`src/rtl/core/dq_pkg.sv`:
```
// Shared constants, types and codes for the double-ended queue.
`default_nettype none

package dq_pkg;

  localparam int unsigned Depth      = 64;
  localparam int unsigned ItemWidth  = 32;
  localparam int unsigned CountWidth = $clog2(Depth + 1);
  localparam int unsigned GroupSize  = 8;
  localparam int unsigned NumGroups  = Depth / GroupSize;

  typedef logic [ItemWidth-1:0]  item_t;
  typedef logic [CountWidth-1:0] count_t;

  typedef enum logic [1:0] {
    FUNC_PUSH_BACK  = 2'd0,
    FUNC_PUSH_FRONT = 2'd1,
    FUNC_POP_BACK   = 2'd2,
    FUNC_POP_FRONT  = 2'd3
  } func_e;

  typedef enum logic [1:0] {
    STATUS_OK    = 2'd0,
    STATUS_EMPTY = 2'd1,
    STATUS_FULL  = 2'd2
  } status_e;

  typedef enum logic [1:0] {
    ST_IDLE,
    ST_TREE,
    ST_DONE
  } state_e;

  typedef struct packed {
    logic push_front;
    logic push_back;
    logic pop_front;
    logic pop_back;
  } cell_ctrl_t;

endpackage

`default_nettype wire

```
`src/rtl/core/dq_cell.sv`:
```
// One storage cell of the queue row: item register, occupancy bit, tail tap.
`default_nettype none

module dq_cell (
  input  wire logic              clk_i,
  input  wire logic              rst_ni,
  input  wire dq_pkg::cell_ctrl_t ctrl_i,
  input  wire dq_pkg::item_t     item_i,
  input  wire dq_pkg::item_t     left_data_i,
  input  wire logic              left_valid_i,
  input  wire dq_pkg::item_t     right_data_i,
  input  wire logic              right_valid_i,
  output dq_pkg::item_t          data_o,
  output logic                   valid_o,
  output dq_pkg::item_t          tail_data_o
);

  dq_pkg::item_t data_q, data_d;
  logic          valid_q, valid_d;

  always_comb begin
    data_d  = data_q;
    valid_d = valid_q;
    if (ctrl_i.push_front) begin
      data_d  = left_data_i;
      valid_d = left_valid_i;
    end else if (ctrl_i.push_back) begin
      // first free cell takes the item
      if (!valid_q && left_valid_i) begin
        data_d = item_i;
      end
      valid_d = left_valid_i;
    end else if (ctrl_i.pop_front) begin
      data_d  = right_data_i;
      valid_d = right_valid_i;
    end else if (ctrl_i.pop_back) begin
      valid_d = right_valid_i;
    end
  end

  always_ff @(posedge clk_i or negedge rst_ni) begin
    if (!rst_ni) begin
      valid_q <= 1'b0;
    end else begin
      valid_q <= valid_d;
    end
  end

  always_ff @(posedge clk_i) begin
    data_q <= data_d;
  end

  assign data_o      = data_q;
  assign valid_o     = valid_q;
  assign tail_data_o = (valid_q && !right_valid_i) ? data_q : '0;

endmodule

`default_nettype wire

```
`src/rtl/core/dq_gather.sv`:
```
// Registered OR tree that collects the tail cell's item from the row.
`default_nettype none

module dq_gather (
  input  wire logic          clk_i,
  input  wire dq_pkg::item_t tail_data_i [dq_pkg::Depth],
  output dq_pkg::item_t      back_value_o
);

  dq_pkg::item_t group_q [dq_pkg::NumGroups];
  dq_pkg::item_t group_d [dq_pkg::NumGroups];

  always_comb begin
    for (int g = 0; g < int'(dq_pkg::NumGroups); g++) begin
      group_d[g] = '0;
      for (int k = 0; k < int'(dq_pkg::GroupSize); k++) begin
        group_d[g] = group_d[g] | tail_data_i[g * int'(dq_pkg::GroupSize) + k];
      end
    end
  end

  always_ff @(posedge clk_i) begin
    for (int g = 0; g < int'(dq_pkg::NumGroups); g++) begin
      group_q[g] <= group_d[g];
    end
  end

  always_comb begin
    back_value_o = '0;
    for (int g = 0; g < int'(dq_pkg::NumGroups); g++) begin
      back_value_o = back_value_o | group_q[g];
    end
  end

endmodule

`default_nettype wire

```
`src/rtl/core/double_ended_queue.sv`:
```
// Top level of the double-ended queue: control, cell row and result register.
//
// Usage: one request channel (func_i, item_value_i) and one result channel
// (popped_value_o, status_o, item_count_o, front_value_o, back_value_o),
// both valid/ready. Every request transfer yields exactly one result.
// Items sit packed in a row of 64 cells, front in cell 0; a push front or
// pop front shifts the whole row by one cell, a push back writes the first
// free cell, a pop back clears the tail occupancy bit.
// A new request is taken only once the result of the previous one is in the
// output register; the row is updated when the request is taken, and the
// two-level OR tree then finds the new back item for the result.
// A push to a full queue is dropped with status 2, a pop on an empty queue
// returns zero with status 1; neither changes the contents.
// Reset empties the queue at once (occupancy bits clear, count zero).
// The result is held in an output register; while the receiver stalls, the
// next request is still taken and worked on, and it waits in its last step
// until the output register frees up.
`default_nettype none

module double_ended_queue (
  input  wire logic        clk_i,
  input  wire logic        rst_ni,
  input  wire logic        in_valid_i,
  output logic             in_ready_o,
  input  wire logic [1:0]  func_i,
  input  wire logic [31:0] item_value_i,
  output logic             out_valid_o,
  input  wire logic        out_ready_i,
  output logic [31:0]      popped_value_o,
  output logic [1:0]       status_o,
  output logic [6:0]       item_count_o,
  output logic [31:0]      front_value_o,
  output logic [31:0]      back_value_o
);

  dq_pkg::state_e     state_q, state_d;
  dq_pkg::count_t     count_q, count_d;
  dq_pkg::item_t      back_q;
  dq_pkg::item_t      popped_q, popped_d;
  dq_pkg::status_e    status_q, status_d;
  dq_pkg::cell_ctrl_t ctrl;
  logic               accept;
  logic               load;
  logic               full;
  logic               empty;
  dq_pkg::item_t      gathered;

  dq_pkg::item_t cell_data [dq_pkg::Depth];
  logic          cell_valid [dq_pkg::Depth];
  dq_pkg::item_t tail_data [dq_pkg::Depth];

  logic               out_valid_q;
  dq_pkg::item_t      out_popped_q;
  dq_pkg::status_e    out_status_q;
  dq_pkg::count_t     out_count_q;
  dq_pkg::item_t      out_front_q;
  dq_pkg::item_t      out_back_q;

  assign accept = in_valid_i && in_ready_o;
  assign full   = (count_q == dq_pkg::CountWidth'(dq_pkg::Depth));
  assign empty  = (count_q == '0);

  // request decode
  always_comb begin
    ctrl     = '0;
    count_d  = count_q;
    status_d = status_q;
    popped_d = popped_q;
    if (accept) begin
      status_d = dq_pkg::STATUS_OK;
      popped_d = '0;
      unique case (dq_pkg::func_e'(func_i))
        dq_pkg::FUNC_PUSH_BACK: begin
          if (full) begin
            status_d = dq_pkg::STATUS_FULL;
          end else begin
            ctrl.push_back = 1'b1;
            count_d        = count_q + 1'b1;
          end
        end
        dq_pkg::FUNC_PUSH_FRONT: begin
          if (full) begin
            status_d = dq_pkg::STATUS_FULL;
          end else begin
            ctrl.push_front = 1'b1;
            count_d         = count_q + 1'b1;
          end
        end
        dq_pkg::FUNC_POP_BACK: begin
          if (empty) begin
            status_d = dq_pkg::STATUS_EMPTY;
          end else begin
            ctrl.pop_back = 1'b1;
            popped_d      = back_q;
            count_d       = count_q - 1'b1;
          end
        end
        dq_pkg::FUNC_POP_FRONT: begin
          if (empty) begin
            status_d = dq_pkg::STATUS_EMPTY;
          end else begin
            ctrl.pop_front = 1'b1;
            popped_d       = cell_data[0];
            count_d        = count_q - 1'b1;
          end
        end
        default: ;
      endcase
    end
  end

  // cell row
  for (genvar i = 0; i < int'(dq_pkg::Depth); i++) begin : g_cell
    dq_pkg::item_t left_data;
    logic          left_valid;
    dq_pkg::item_t right_data;
    logic          right_valid;

    if (i == 0) begin : g_head
      assign left_data  = item_value_i;
      assign left_valid = 1'b1;
    end else begin : g_mid_l
      assign left_data  = cell_data[i-1];
      assign left_valid = cell_valid[i-1];
    end

    if (i == int'(dq_pkg::Depth) - 1) begin : g_tail
      assign right_data  = '0;
      assign right_valid = 1'b0;
    end else begin : g_mid_r
      assign right_data  = cell_data[i+1];
      assign right_valid = cell_valid[i+1];
    end

    dq_cell u_cell (
      .clk_i         (clk_i),
      .rst_ni        (rst_ni),
      .ctrl_i        (ctrl),
      .item_i        (item_value_i),
      .left_data_i   (left_data),
      .left_valid_i  (left_valid),
      .right_data_i  (right_data),
      .right_valid_i (right_valid),
      .data_o        (cell_data[i]),
      .valid_o       (cell_valid[i]),
      .tail_data_o   (tail_data[i])
    );
  end

  dq_gather u_gather (
    .clk_i        (clk_i),
    .tail_data_i  (tail_data),
    .back_value_o (gathered)
  );

  // sequencer
  always_comb begin
    state_d = state_q;
    unique case (state_q)
      dq_pkg::ST_IDLE: if (accept) state_d = dq_pkg::ST_TREE;
      dq_pkg::ST_TREE: state_d = dq_pkg::ST_DONE;
      dq_pkg::ST_DONE: if (load) state_d = dq_pkg::ST_IDLE;
      default:         state_d = dq_pkg::ST_IDLE;
    endcase
  end

  always_comb begin
    in_ready_o = 1'b0;
    load       = 1'b0;
    unique case (state_q)
      dq_pkg::ST_IDLE: in_ready_o = 1'b1;
      dq_pkg::ST_TREE: ;
      dq_pkg::ST_DONE: load = !out_valid_q || out_ready_i;
      default:         ;
    endcase
  end

  always_ff @(posedge clk_i or negedge rst_ni) begin
    if (!rst_ni) begin
      state_q     <= dq_pkg::ST_IDLE;
      count_q     <= '0;
      back_q      <= '0;
      out_valid_q <= 1'b0;
    end else begin
      state_q <= state_d;
      count_q <= count_d;
      if (load) begin
        back_q      <= gathered;
        out_valid_q <= 1'b1;
      end else if (out_ready_i) begin
        out_valid_q <= 1'b0;
      end
    end
  end

  always_ff @(posedge clk_i) begin
    popped_q <= popped_d;
    status_q <= status_d;
    if (load) begin
      out_popped_q <= popped_q;
      out_status_q <= status_q;
      out_count_q  <= count_q;
      out_front_q  <= empty ? '0 : cell_data[0];
      out_back_q   <= gathered;
    end
  end

  assign out_valid_o    = out_valid_q;
  assign popped_value_o = out_popped_q;
  assign status_o       = out_status_q;
  assign item_count_o   = out_count_q;
  assign front_value_o  = out_front_q;
  assign back_value_o   = out_back_q;

endmodule

`default_nettype wire
```
`config.mk`:
```
export PLATFORM = sky130hd
export DESIGN_NAME = double_ended_queue
export DESIGN_NICKNAME = d
export VERILOG_FILES = /design/src/rtl/core/dq_pkg.sv /design/src/rtl/core/dq_cell.sv /design/src/rtl/core/dq_gather.sv /design/src/rtl/core/double_ended_queue.sv
export SDC_FILE = /design/constraint.sdc
export NUM_CORES = 2
export LEC_CHECK = 0
export BUFFER_PORTS_ARGS = -buffer_cell sky130_fd_sc_hd__clkbuf_2
export CAP_MARGIN = 10
export CELL_PAD_IN_SITES_DETAIL_PLACEMENT = 2
export CELL_PAD_IN_SITES_GLOBAL_PLACEMENT = 2
export CORE_MARGIN = 5
export CORE_UTILIZATION = 42
export DETAILED_ROUTE_END_ITERATION = 8
export GPL_TIMING_DRIVEN = 0
export PLACE_DENSITY_LB_ADDON = 0.1
export SYNTH_ARGS = -nofsm -noshare
export SYNTH_HDL_FRONTEND = slang
export SYNTH_SLANG_ARGS = --single-unit
export TNS_END_PERCENT = 10
```
`constraint.sdc`:
```
create_clock -name clk_i -period 5.91 [get_ports clk_i]
set_clock_uncertainty 0.2 [all_clocks]
set_input_delay 1.182 -clock clk_i [delete_from_list [all_inputs] [get_ports clk_i]]
set_output_delay 1.182 -clock clk_i [all_outputs]
set_load 0.02 [all_outputs]
```
# == Word level (Yosys, flattened, before mapping) ==
# Memories as Yosys holds them, arrays and structs flattened.
# Index checks and enable logic that the tools add are counted.
# W data, S select, Z words.
# totals
regBits,2293
ram_bits,256
in_bits,38
output_inout_bits,107
elab_cells,1081
mem_count,1
# memory_table
name,words,word_bits,read_ports,rd_ports_with_merged_regs,wr,line,rtl
u_gather.group_q,8,32,8,0,8,dq_gather.sv:10,dq_pkg::item_t group_q [dq_pkg::NumGroups];
# op_classes
add_sub_neg,2
n_eq_ne,74
n_mux,599
bitwise,63
reduce_logical,203
# ops
cell,count
$mux W32,322
$or A32 B32 Y32,63
$mux W1,267
$ne A3 B1 Y1 const B,63
$reduce_and A2 Y1,65
$logic_and A1 B1 Y1,64
$logic_not A1 Y1,64
$pmux W32 S2,1
$mux W7,2
$pmux W7 S2,1
$ne A2 B2 Y1 const B,4
$add A7 B1 Y7 const B,1
$eq A7 B7 Y1 const B,1
$logic_not A7 Y1,1
$sub A7 B1 Y7 const B,1
$eq A2 B2 Y1 const B,3
$mux W2,3
$pmux W2 S3,1
$eq A2 B1 Y1 const B,2
$logic_not A2 Y1,2
$mux W4,1
$pmux W2 S2,1
$reduce_bool A4 Y1,1
$reduce_or A2 Y1,2
5 further kinds,5

# == Depth between registers and ports, before layout ==
# depth
depth_word,10
depth_mapped,11

# == Hierarchy ==
# Synthesis repeated with hierarchy kept, for this count alone.
# unflattened
hier_cells,13302
area_unflattened_um2,142684.3
# by_module_without_submodules
module,instances,cells_per_inst,area_each_um2,seq_area_each_um2
dq_cell,64,184,1968.1,985.9
dq_gather,1,1120,9809.4,5124.9
double_ended_queue,1,406,6914.1,5225.0

# == Worst setup path after synthesis ==
# No wires, ideal clock.
# synth_timing
path_type,input -> register
start,input port out_ready_i
end,register back_q[23]
t_arrival_ps,5034
slack_ps,386
cell_stages,5
cell_sequence,nand2b_1 nor2b_1 clkbuf_1 clkbuf_1 a31oi_1
# synth_via
elab_chain_cells,2
# synth_lines
item,line,rtl
start: declaration,double_ended_queue.sv:28,"input wire logic out_ready_i,"
$logic_or A1 B1 Y1,double_ended_queue.sv:173,dq_pkg::ST_DONE: load = !out_valid_q || out_ready_i;
$mux W1,double_ended_queue.sv:170,unique case (state_q)
net load,double_ended_queue.sv:43,logic load;
end signal: assignment,double_ended_queue.sv:188,back_q <= gathered;
end: declaration,double_ended_queue.sv:38,dq_pkg::item_t back_q;
# The timed path passes the listed nets, and every way through them passes these cells.
# A chain may end at the register's enable or synchronous reset.

# == Final worst setup path ==
# layout_timing
start,input port func_i[0]
end,"register g_cell[5].u_cell.data_q[6], enable pin"
# layout_via
elab_chain_cells,5
word_cells_on_any_way,10
cone_classes,eq/ne (3); mux (4); reduce/logical (3)
# layout_lines
item,line,rtl
start: declaration,double_ended_queue.sv:25,"input wire logic [1:0] func_i,"
$eq A2 B1 Y1 (tied with other cells),double_ended_queue.sv:72,unique case (dq_pkg::func_e'(func_i))
$mux W1,double_ended_queue.sv:72,
$mux W4 *,double_ended_queue.sv:69,if (accept) begin
$ne A3 B1 Y1 (no source line) / $reduce_bool A3 Y1 (equally long branches),--,
$reduce_and A2 Y1 (no source line) *,--,
end signal: assignment,dq_cell.sv:50,data_q <= data_d;
end: declaration,dq_cell.sv:18,"dq_pkg::item_t data_q, data_d;"
# Every way passes the cells marked *; elsewhere a longest branch is shown, timed or not.

==> metrics.cfg <==
[routing]
dr_wl_met3_um=73800
drt_first_pass_iters=8
drc=0
wl_per_cell_um=41.1
vias=116000
antenna_left=0
wl_um=684000
highest_layer=met5
met2_length_um=300000
drt-initial-drc-count=15600
viasPerCell=7.00
m1WireLength_um=245000

[place]
finalWeightedCongestion=0.988
hpwl_um=515000
place.port_buffers=142

[sta]
rsz0062_at_grt=false
tns_ps=-1350
finalSetupViolCount=31
slew_headroom=-0.00779
finalCritPeriodShare=1.01
hold_viol_final=0
fin_ws_ps=-65.4
slew_violations=1
layout_min_cycle_time_ps=5980
tightest_slew_ps=1500
hold_slack_ps=222
fmax_mhz=167

[synthesis]
yosysWarnings=0
synthArstFlopShare=0.0416
synth_seq_cells=2549
synth_nets=12000
syn_area_per_cell_sq_um=10.0
yosysSeqAreaShare=0.610
yosys.cell_types.count=41
postSynthCellCount=12000
synth_ff_type=edfxtp_1
synth_edf_count=2187
synth_area_sq_um=120000

[clock_tree]
cts_buffer_depth=4
cts_repair_resize_count=0
htree_levels=5
cts-buffers-inserted=302
path_clk_slew_ps=60
cts_tree=built
root_buffer=clkbuf_16
clk_latency_ps=950
clock_sinks=2549

[worst_setup_path]
cp.required_ps=6350
path_cells=buf_2, clkbuf_2, clkbuf_2, clkbuf_1, clkbuf_1, nor3_1, nor2_4, buf_16
end_kind=flop
max_stage_delay_ps=1100
crit_path_max_fanout=20
cp.arrival_ps=6410
start_kind=input port
crit_type=in -> reg
cpMaxStageDelayCell=clkbuf_1

[power]
cell_internal_pwr_mw=40.2
swShare=0.407
power_frac_comb=0.300
p_switching_mw=27.6
leakage_nw=48.6
power_density_nw_per_um2=490
p_clk_frac=0.284
seqPwrFrac=0.416
peakVddDrop_v=0.000265

[floorplanning]
fp.coreArea_sq_um=285000
start_util=0.422
die_w_um=545
io_pins=145
die_area_sq_um=297000
rows=196
die_height_um=545

[grt]
grt_max_degree=97
grt.total_usage=0.440
overflow=0
antenna_found_initial=77
grt_first_pass_wirelength_um=940000
grt_pass1_vias=121000

[outcome]
violations=max-capacitance violations, max-slew violations, negative setup slack
status=finished with violations

[final_layout]
fin_util=0.486
syn2layout_area_growth_pct=15.1
multiInputGateArea_sq_um=42300
layout_commonest_cell=nand2_1
register_area_sq_um=73500
drive_above_1_share=0.0846
final_cell_mix=nand2_1 (2276), edfxtp_1 (2187), a21oi_1 (2018)
n_fill_cell=29400
layout.nets=12600

[hold_path]
min_path_type=reg -> reg

[flow_run]
maxCapViolCount=1

## worst max-delay path: cells and delay by family
| kind | cells | cell delay [ps] |
|---|---|---|
| buffers and inverters | 6 | 4080 |
| and+or+nand+nor | 2 | 1050 |
## cells by family after synthesis
group,synth area share
flip-flops,0.610
multiplexers,0.00274
buffers and inverters,0.0444
adder cells (fa/ha/maj),0.000520
AO/OA/AOI/OAI,0.237
AND/OR/NAND/NOR,0.104
XOR/XNOR,0.000582
## layer usage
metal  track usage  vias to the layer above
met4         0.341                       24
met2         0.666                     8026
met1         0.530                    60500
met5       0.00513                        -
met3         0.125                     2214
li1              -                    45700
## layout make-up
cell class / instances / area share
Timing Repair Buffer: 256 / 0.0198
Antenna cell: 94 / 0.00170
Clock inverter: 116 / 0.00757
Sequential cell: 2549 / 0.530
Multi-Input combinational cell: 8212 / 0.305
Clock buffer: 431 / 0.0625
Buffer: 1226 / 0.0389
Inverter: 2 / 0.0000542
Tap cell: 3762 / 0.0340
## synthesized netlist by cell type (13+ instances only)
master	count	area, sq um
a22oi_1	894	6710
a221oi_1	65	569
a21oi_1	2019	10100
o22ai_1	13	81.3
a31oi_1	94	588
nor2_1	227	852
nor3_1	64	320
buf_4	128	961
clkbuf_1	932	3500
buf_1	25	93.8
nand3_1	67	335
o21ai_0	1349	6750
a22o_1	54	473
buf_2	128	641
dfrtp_1	106	2650
dfxtp_1	256	5120
nor2b_1	129	807
buf_6	13	146
nor4_1	65	407
nand2_1	2276	8540
mux2i_1	33	330
nand4_1	191	1190
edfxtp_1	2187	65700
o21ai_1	641	3210
## flip-flops by register name (all words and copies together), names as in the netlist
register	flops
back_q	32
back_value_o	32
count_q	7
front_value_o	32
g_cell.u_cell.data_o	2048
g_cell.u_cell.valid_o	64
item_count_o	7
out_valid_o	1
popped_q	32
popped_value_o	32
state_q	2
status_o	2
status_q	2
u_gather.group_q	256
## power by group through the flow
| stage | registers [mW] | clock network (mW) | logic [mW] |
|---|---|---|---|
| after detailed placement | 28.3 | 0 | 19.1 |
| final | 28.2 | 19.3 | 20.4 |
| after CTS | 28.0 | 19.2 | 19.3 |
| after global placement | 28.3 | 0 | 17.6 |
| after global routing | 28.1 | 19.9 | 20.6 |
| after floorplan | 26.0 | 0 | 9.61 |
## path summary, 6_finish.rpt
kind,slack (ps),end,cells after the start,startpoint
setup / recovery,-70,g_cell[5].u_cell.data_o[6]$_DFFE_PP_,8,func_i[0]
hold / removal,220,popped_value_o[6]$_DFFE_PP_,0,popped_q[6]$_DFFE_PP_
setup reg to reg,580,g_cell[5].u_cell.data_o[6]$_DFFE_PP_,11,count_q[1]$_DFFE_PN0P_
hold reg to reg,220,popped_value_o[6]$_DFFE_PP_,0,popped_q[6]$_DFFE_PP_
max in group asynchronous,4150,g_cell[25].u_cell.valid_o$_DFFE_PN0P_,3,rst_ni
min in group asynchronous,460,state_q[1]$_DFFE_PN0P_,2,rst_ni
## metrics by stage
step,total power [mW],area (sq um),worst slack (ps),instances
4_1_cts,66.5,138000,325,16500
3_5_place_dp,47.4,128000,-643,16000
3_3_place_gp,45.9,126000,-3760,15900
2_1_floorplan,35.6,120000,386,12000
5_1_grt,68.7,138000,160,16600
6_report,67.8,138000,-65.4,16600
## timing repair
action,CTS,global route
buffers inserted,0,0
hold endpoints to repair,10,0
hold buffers,1,0
(Power assumes the default switching activity.)
